===== src/sv/swr_pkg.sv =====
package swr_pkg;

    // stack geometry
    localparam int DEPTH   = 16;
    localparam int ADDR_W  = $clog2(DEPTH);
    localparam int CNT_W   = $clog2(DEPTH + 1);

    // field widths
    localparam int DATA_W  = 32;
    localparam int LEVEL_W = 5;
    localparam int CMD_W   = 2;
    localparam int STAT_W  = 2;

    // value returned by a pop on an empty stack
    localparam logic [DATA_W-1:0] EMPTY_VALUE = '1;

    typedef enum logic [CMD_W-1:0] {
        CMD_PUSH   = 2'd0,
        CMD_POP    = 2'd1,
        CMD_REMOVE = 2'd2,
        CMD_NOP    = 2'd3
    } t_cmd;

    typedef enum logic [STAT_W-1:0] {
        ST_OK        = 2'd0,
        ST_EMPTY     = 2'd1,
        ST_NOT_FOUND = 2'd2,
        ST_FULL      = 2'd3
    } t_status;

    typedef enum logic [1:0] {
        S_IDLE,
        S_POP_RD,
        S_SCAN,
        S_SHIFT
    } t_state;

    // port request into the entry memory
    typedef struct packed {
        logic              we;
        logic [ADDR_W-1:0] waddr;
        logic [DATA_W-1:0] wdata;
        logic [ADDR_W-1:0] raddr;
    } t_mem_req;

    // completion of one command
    typedef struct packed {
        logic               vld;
        logic [DATA_W-1:0]  result;
        t_status            status;
        logic [LEVEL_W-1:0] level;
    } t_done;

endpackage


===== src/sv/swr_ram.sv =====
module swr_ram #(
    parameter int WIDTH = 32,
    parameter int DEPTH = 16
) (
    input  logic                     i_clk,
    input  logic                     i_we,
    input  logic [$clog2(DEPTH)-1:0] i_waddr,
    input  logic [WIDTH-1:0]         i_wdata,
    input  logic [$clog2(DEPTH)-1:0] i_raddr,
    output logic [WIDTH-1:0]         o_rdata
);

    logic [WIDTH-1:0] r_mem [DEPTH];
    logic [WIDTH-1:0] r_rdata;

    // one write port, one registered read port
    always_ff @(posedge i_clk) begin
        if (i_we) begin
            r_mem[i_waddr] <= i_wdata;
        end
        r_rdata <= r_mem[i_raddr];
    end

    assign o_rdata = r_rdata;

endmodule


===== src/sv/swr_ctrl.sv =====
module swr_ctrl (
    input  logic                        i_clk,
    input  logic                        i_rst_n,
    input  logic                        i_start,
    input  swr_pkg::t_cmd               i_cmd,
    input  logic [swr_pkg::DATA_W-1:0]  i_value,
    output logic                        o_busy,
    output swr_pkg::t_mem_req           o_mem,
    input  logic [swr_pkg::DATA_W-1:0]  i_rdata,
    output swr_pkg::t_done              o_done
);
    import swr_pkg::*;

    t_state             r_state, n_state;
    logic [CNT_W-1:0]   r_count, n_count;
    logic [ADDR_W-1:0]  r_idx, n_idx;
    logic [DATA_W-1:0]  r_key, n_key;

    logic [CNT_W-1:0]   w_cnt_m1;
    logic [CNT_W-1:0]   w_idx_p1;
    logic [CNT_W-1:0]   w_idx_p2;
    logic               w_full;
    logic               w_empty;
    logic               w_hit;

    // shared compare unit and index arithmetic
    assign w_cnt_m1 = r_count - CNT_W'(1);
    assign w_idx_p1 = CNT_W'(r_idx) + CNT_W'(1);
    assign w_idx_p2 = CNT_W'(r_idx) + CNT_W'(2);
    assign w_full   = (r_count == CNT_W'(DEPTH));
    assign w_empty  = (r_count == '0);
    assign w_hit    = (i_rdata == r_key);

    assign o_busy = (r_state != S_IDLE);

    // next state
    always_comb begin
        n_state = r_state;
        unique case (r_state)
            S_IDLE: begin
                if (i_start) begin
                    if (i_cmd == CMD_POP && !w_empty) begin
                        n_state = S_POP_RD;
                    end else if (i_cmd == CMD_REMOVE && !w_empty) begin
                        n_state = S_SCAN;
                    end
                end
            end
            S_POP_RD: begin
                n_state = S_IDLE;
            end
            S_SCAN: begin
                if (w_hit) begin
                    n_state = (w_idx_p1 == r_count) ? S_IDLE : S_SHIFT;
                end else if (r_idx == '0) begin
                    n_state = S_IDLE;
                end
            end
            S_SHIFT: begin
                if (w_idx_p2 == r_count) begin
                    n_state = S_IDLE;
                end
            end
            default: n_state = S_IDLE;
        endcase
    end

    // datapath and outputs
    always_comb begin
        n_count        = r_count;
        n_idx          = r_idx;
        n_key          = r_key;
        o_mem.we       = 1'b0;
        o_mem.waddr    = r_idx;
        o_mem.wdata    = i_rdata;
        o_mem.raddr    = r_idx;
        o_done.vld     = 1'b0;
        o_done.result  = '0;
        o_done.status  = ST_OK;
        unique case (r_state)
            S_IDLE: begin
                if (i_start) begin
                    unique case (i_cmd)
                        CMD_PUSH: begin
                            o_done.vld = 1'b1;
                            if (w_full) begin
                                o_done.status = ST_FULL;
                            end else begin
                                o_mem.we    = 1'b1;
                                o_mem.waddr = r_count[ADDR_W-1:0];
                                o_mem.wdata = i_value;
                                n_count     = r_count + CNT_W'(1);
                            end
                        end
                        CMD_POP: begin
                            if (w_empty) begin
                                o_done.vld    = 1'b1;
                                o_done.result = EMPTY_VALUE;
                                o_done.status = ST_EMPTY;
                            end else begin
                                o_mem.raddr = w_cnt_m1[ADDR_W-1:0];
                                n_count     = w_cnt_m1;
                            end
                        end
                        CMD_REMOVE: begin
                            n_key = i_value;
                            if (w_empty) begin
                                o_done.vld    = 1'b1;
                                o_done.status = ST_NOT_FOUND;
                            end else begin
                                o_mem.raddr = w_cnt_m1[ADDR_W-1:0];
                                n_idx       = w_cnt_m1[ADDR_W-1:0];
                            end
                        end
                        CMD_NOP: begin
                            o_done.vld = 1'b1;
                        end
                        default: o_done.vld = 1'b1;
                    endcase
                end
            end
            S_POP_RD: begin
                o_done.vld    = 1'b1;
                o_done.result = i_rdata;
            end
            // walk down from the top, one entry per cycle
            S_SCAN: begin
                if (w_hit) begin
                    if (w_idx_p1 == r_count) begin
                        n_count    = w_cnt_m1;
                        o_done.vld = 1'b1;
                    end else begin
                        o_mem.raddr = w_idx_p1[ADDR_W-1:0];
                    end
                end else if (r_idx == '0) begin
                    o_done.vld    = 1'b1;
                    o_done.status = ST_NOT_FOUND;
                end else begin
                    o_mem.raddr = r_idx - ADDR_W'(1);
                    n_idx       = r_idx - ADDR_W'(1);
                end
            end
            // move each entry above the hit down by one place
            S_SHIFT: begin
                o_mem.we    = 1'b1;
                o_mem.waddr = r_idx;
                o_mem.wdata = i_rdata;
                if (w_idx_p2 == r_count) begin
                    n_count    = w_cnt_m1;
                    o_done.vld = 1'b1;
                end else begin
                    o_mem.raddr = w_idx_p2[ADDR_W-1:0];
                    n_idx       = w_idx_p1[ADDR_W-1:0];
                end
            end
            default: begin
                o_done.vld = 1'b0;
            end
        endcase
        o_done.level = LEVEL_W'(n_count);
    end

    // control registers
    always_ff @(posedge i_clk) begin
        if (!i_rst_n) begin
            r_state <= S_IDLE;
            r_count <= '0;
        end else begin
            r_state <= n_state;
            r_count <= n_count;
        end
    end

    // scan position and key
    always_ff @(posedge i_clk) begin
        r_idx <= n_idx;
        r_key <= n_key;
    end

`ifndef SYNTHESIS
    a_count_bound: assert property (@(posedge i_clk) disable iff (!i_rst_n)
        r_count <= CNT_W'(DEPTH))
        else $error("entry count above depth");

    a_start_idle: assert property (@(posedge i_clk) disable iff (!i_rst_n)
        i_start |-> r_state == S_IDLE)
        else $error("command started while busy");

    a_done_idle: assert property (@(posedge i_clk) disable iff (!i_rst_n)
        o_done.vld |=> r_state == S_IDLE)
        else $error("sequencer did not return to idle after completion");

    a_write_range: assert property (@(posedge i_clk) disable iff (!i_rst_n)
        o_mem.we |-> CNT_W'(o_mem.waddr) <= r_count)
        else $error("write above the top of the stack");

    a_shift_range: assert property (@(posedge i_clk) disable iff (!i_rst_n)
        r_state == S_SHIFT |-> w_idx_p2 <= r_count)
        else $error("shift reads beyond held entries");
`endif

endmodule


===== src/sv/stack_with_remove_by_value.sv =====
// LIFO stack of signed 32-bit words with delete by value.
// Input channel: i_in_valid / o_in_ready with i_cmd (0 push, 1 pop,
// 2 remove nearest match from the top, 3 no operation) and i_value.
// Output channel: o_out_valid / i_out_ready with o_result_value, o_status
// (0 ok, 1 empty, 2 not found, 3 full and push dropped) and o_level.
// Every command gives exactly one result.
// Push, no-op and commands on an empty stack finish in the accept cycle
// and the result shows in the next cycle; pop finishes in the state after
// the accept, once the memory read returns; remove searches the entries
// from the top down, one entry per cycle, then moves each entry above the
// match down by one place, one entry per cycle.
// The single-port-read entry memory and its one compare unit set the rate.
// One command is in work at a time; the next is accepted once the block
// is idle and the result register is empty or being drained.
// Reset (synchronous, active low) empties the stack at once; no clearing
// pass is needed. While the receiver stalls, the result is held and no new
// command is accepted.
module stack_with_remove_by_value (
    input  logic                               i_clk,
    input  logic                               i_rst_n,
    input  logic                               i_in_valid,
    output logic                               o_in_ready,
    input  logic [swr_pkg::CMD_W-1:0]          i_cmd,
    input  logic signed [swr_pkg::DATA_W-1:0]  i_value,
    output logic                               o_out_valid,
    input  logic                               i_out_ready,
    output logic signed [swr_pkg::DATA_W-1:0]  o_result_value,
    output logic [swr_pkg::STAT_W-1:0]         o_status,
    output logic [swr_pkg::LEVEL_W-1:0]        o_level
);
    import swr_pkg::*;

    logic               w_busy;
    logic               w_start;
    t_mem_req           w_mem;
    t_done              w_done;
    logic [DATA_W-1:0]  w_rdata;

    logic               r_out_valid;
    logic [DATA_W-1:0]  r_result;
    t_status            r_status;
    logic [LEVEL_W-1:0] r_level;

    // accept when idle and the result slot is empty or frees this cycle
    assign o_in_ready = !w_busy && (!r_out_valid || i_out_ready);
    assign w_start    = i_in_valid && o_in_ready;

    swr_ctrl u_ctrl (
        .i_clk   (i_clk),
        .i_rst_n (i_rst_n),
        .i_start (w_start),
        .i_cmd   (t_cmd'(i_cmd)),
        .i_value (i_value),
        .o_busy  (w_busy),
        .o_mem   (w_mem),
        .i_rdata (w_rdata),
        .o_done  (w_done)
    );

    swr_ram #(
        .WIDTH (DATA_W),
        .DEPTH (DEPTH)
    ) u_ram (
        .i_clk   (i_clk),
        .i_we    (w_mem.we),
        .i_waddr (w_mem.waddr),
        .i_wdata (w_mem.wdata),
        .i_raddr (w_mem.raddr),
        .o_rdata (w_rdata)
    );

    // result valid flag
    always_ff @(posedge i_clk) begin
        if (!i_rst_n) begin
            r_out_valid <= 1'b0;
        end else if (w_done.vld) begin
            r_out_valid <= 1'b1;
        end else if (i_out_ready) begin
            r_out_valid <= 1'b0;
        end
    end

    // result payload
    always_ff @(posedge i_clk) begin
        if (w_done.vld) begin
            r_result <= w_done.result;
            r_status <= w_done.status;
            r_level  <= w_done.level;
        end
    end

    assign o_out_valid    = r_out_valid;
    assign o_result_value = r_result;
    assign o_status       = r_status;
    assign o_level        = r_level;

`ifndef SYNTHESIS
    a_no_overwrite: assert property (@(posedge i_clk) disable iff (!i_rst_n)
        w_done.vld |-> !r_out_valid || i_out_ready)
        else $error("result overwritten before it was taken");

    a_ready_idle: assert property (@(posedge i_clk) disable iff (!i_rst_n)
        w_busy |-> !o_in_ready)
        else $error("input accepted while a command is in work");

    a_one_result: assert property (@(posedge i_clk) disable iff (!i_rst_n)
        w_start && t_cmd'(i_cmd) == CMD_PUSH |-> w_done.vld)
        else $error("push did not complete in its accept cycle");
`endif

endmodule

===== config.mk =====
export PLATFORM = sky130hd
export DESIGN_NAME = stack_with_remove_by_value
export DESIGN_NICKNAME = d
export VERILOG_FILES = /design/src/sv/swr_pkg.sv /design/src/sv/swr_ram.sv /design/src/sv/swr_ctrl.sv /design/src/sv/stack_with_remove_by_value.sv
export SDC_FILE = /design/constraint.sdc
export NUM_CORES = 1
export LEC_CHECK = 0
export BUFFER_PORTS_ARGS = -buffer_cell sky130_fd_sc_hd__buf_2
export CAP_MARGIN = 20
export CORE_ASPECT_RATIO = 0.5
export CORE_MARGIN = 2
export CORE_UTILIZATION = 55
export DETAILED_ROUTE_END_ITERATION = 6
export PLACE_DENSITY = 0.79
export SKIP_LAST_GASP = 1
export SLEW_MARGIN = 15
export SYNTH_ARGS = -nofsm -noshare
export SYNTH_HDL_FRONTEND = slang
export SYNTH_SLANG_ARGS = --single-unit

===== constraint.sdc =====
create_clock -name i_clk -period 9.3 [get_ports i_clk]
set_clock_uncertainty 0.1 [all_clocks]
set_input_delay 1.395 -clock i_clk [delete_from_list [all_inputs] [get_ports i_clk]]
set_output_delay 1.395 -clock i_clk [all_outputs]
set_load 0.02 [all_outputs]

==> flow_summary.ini <==
[yosys]
synth_seq_cells = 627
ys_top_cells_by_count = edfxtp_1, nand2_1, mux4_2
synth_ff_type = edfxtp_1
synth-edff-count = 587
synth_area_mm2 = 0.0250
synth_nets = 1393
synth_warnings = 0
async_flop_share_pct = 0
synth-seq-area-share_pct = 73.7
synth_cells = 1339
synth_top_area_share_pct = 70.5
yosys.cell_count.top_type = edfxtp_1
synth.area.top_cells = edfxtp_1, mux4_2, dfxtp_1
syn_avg_cell_area_um2 = 18.7
yosys.area.top_type = edfxtp_1
ys_types = 71

[global_route]
use_met1_pct = 35.1
grt_start_max_net_pins = 116
use_met3_pct = 4.82
top_usage_layer = met2
grt_pass1_vias = 14000
grt_pass1_wl_mm = 90.3
antenna_found_initial = 3
grt-ovfl-total = 0
use_met2_pct = 43.8
track_usage_pct = 26.3

[worst_setup_path]
path_class = register to register
critPathSlowestCell = buf_4
cp_max_fo = 72
start_kind = register
endpoint_kind = register
cp.buffers_inverters = 3
crit_required_ps = 9660
crit_family = buffers and inverters
cp_data_arrival_time_ps = 5790
max_stage_delay_ps = 920
crit_chain = inv_1 > ha_1 > xor2_1 > nor4_1 > o21ai_0 > nand2_1 > o221ai_1 > a221oi_4 > buf_4 > buf_4 > mux4_2 > a22oi_1 > nand2_1

[clock_network]
cts_made_buffers = 52
post-cts-setup-buffers = 0
h-tree-depth = 2
root_buffer = clkbuf_16
cts.sinks = 627
ctsHoldBuffers = 0
cts.clk_slew.worst_paths_ps = 70
cts_tree = built
cts_buffer_depth = 3
clk_latency_ps = 620
ctsResizeCount = 0

[min_path]
min_path_type = register to register

[floorplanning]
die_y_um = 155
core-area_mm2 = 0.0450
die_area_mm2 = 0.0473
die_x_um = 306
rows = 55
initial_core_util_pct = 55.6
io_pins = 79

[run_status]
outcome = complete, no violations

[placement]
dp_hpwl_mm = 31.3
dp.cells = 1971
port_buffers = 78
gp_congestion = 0.904
dp_slack_ps = 3840

[sta]
final_hold_viol_count = 0
post-route-min-period_ps = 5430
timing.final.crit_share_pct = 58.4
timing.final.ws_setup_ps = 3870
relSlewSlack_pct = 24.9
final.setup.tns_ps = 0
drv_slew = 0
rsz0062_at_grt = false
worst_pin_slew_ps = 1130
finalSetupViolCount = 0
max_freq_mhz = 184

[power_and_ir_drop]
peakVddDrop_v = 0.000505
power.density_mw_per_mm2 = 392
p_leak_nw = 9.33

[detailed_routing]
drtIter0Drc = 1990
wl_per_cell_um = 29.8
vias = 13800
drt-total-wl_mm = 61.8
drcViolationCount = 0
vias_per_cell = 6.65
drtAntennaViolNets = 0
first_pass_iters = 5

[cells_and_area]
fill_cells = 2990
layout-drive-gt1-share_pct = 23.4
stdcell_count = 2070
nets = 1481
syn2layout_area_growth_pct = 11.3

[flow_run]
drv_cap = 0
==> worst register-to-register path, stage by stage (launching register included) <==
cell and delay, ps:
edfxtp_1 670, inv_1 290, ha_1 400, xor2_1 160
nor4_1 360, o21ai_0 230, nand2_1 170, o221ai_1 180
a221oi_4 270, buf_4 690, buf_4 950, mux4_2 500
a22oi_1 240, nand2_1 90
==> per-stage QoR <==
step / util, % / instance area (µm²) / power (mW) / hold slack, ps
after floorplan: - / 25000 / 7.51 / 428
after global placement: 57.9 / 26100 / 8.42 / 464
after detailed placement: 57.9 / 26100 / 8.59 / 470
after CTS: 61.9 / 27800 / 10.9 / 492
after global routing: 61.9 / 27800 / 11.4 / 535
final: 61.9 / 27800 / 10.9 / 491
==> logic make-up (layout without fill, tap and decap cells) <==
group                      Yosys count  in the layout  synth area share (%)
DFF                                627            627                  73.7
and+or+nand+nor                    239            239                  4.35
AOI/OAI and AO/OA                  193            193                  5.79
muxes                              132            132                  11.7
buffers and inverters               91            221                  2.22
xor gates and xnor gates            41             41                  1.44
adders and majority gates           16             16                 0.800
other                                0              3                     0
==> worst paths after layout <==
path / from / endpoint / slack [ps] / cells past startpoint
worst max-delay path: u_ctrl.r_idx[2] / u_ram.o_rdata[8] / 3870 / 13
worst min-delay path: u_ctrl.r_state[1] / u_ctrl.r_state[1] / 490 / 2
worst max register to register: u_ctrl.r_idx[2] / u_ram.o_rdata[8] / 3870 / 13
worst min register to register: u_ctrl.r_state[1] / u_ctrl.r_state[1] / 490 / 2
==> registers in the layout, indices dropped and copies added (netlist names) <==
signal and cells:
o_level 5, u_ram.o_rdata 32, u_ram.r_mem 512, o_out_valid 1, u_ctrl.r_key 32, o_result_value 32
u_ctrl.r_count 5, u_ctrl.r_state 2, u_ctrl.r_idx 4, o_status 2
==> power by group <==
part / switching [mW] / total [mW] / internal (mW)
sequential: 0.186 / 4.14 / 3.96
combinational: 2.77 / 4.52 / 1.75
clock: 1.00 / 2.26 / 1.26
==> placed cells by master, fill, tap and decap left out, types with 15 or more instances in the layout <==
cell / n
buf_2: 78
a21oi_1: 19
xor2_1: 35
nor2_1: 20
o21ai_0: 16
a22oi_1: 69
nor2_4: 21
mux4_2: 126
clkbuf_16: 53
nand2_1: 133
ha_1: 15
edfxtp_1: 587
a22o_1: 37
dfxtp_1: 40
inv_1: 15
buf_4: 28
==> per-layer routing <==
| layer | wire, µm | up-vias |
|---|---|---|
| met1 | 22200 | 6965 |
| met4 | 2130 | 0 |
| li1 | - | 5600 |
| met2 | 30900 | 1047 |
| met5 | 0 | - |
| met3 | 6530 | 160 |
==> area by class of cell <==
cell class | instances | area, µm² | share of cell area, %
diodes | 3 | 7.51 | 0.0270
clock inverters | 26 | 339 | 1.22
inverters | 18 | 67.6 | 0.243
clock buffers | 70 | 1430 | 5.14
multi-input cells | 621 | 6200 | 22.3
well taps | 598 | 748 | 2.69
flip-flops and latches | 627 | 18400 | 66.2
repair buffers | 107 | 621 | 2.23
Power figures use the tool's default switching activity.
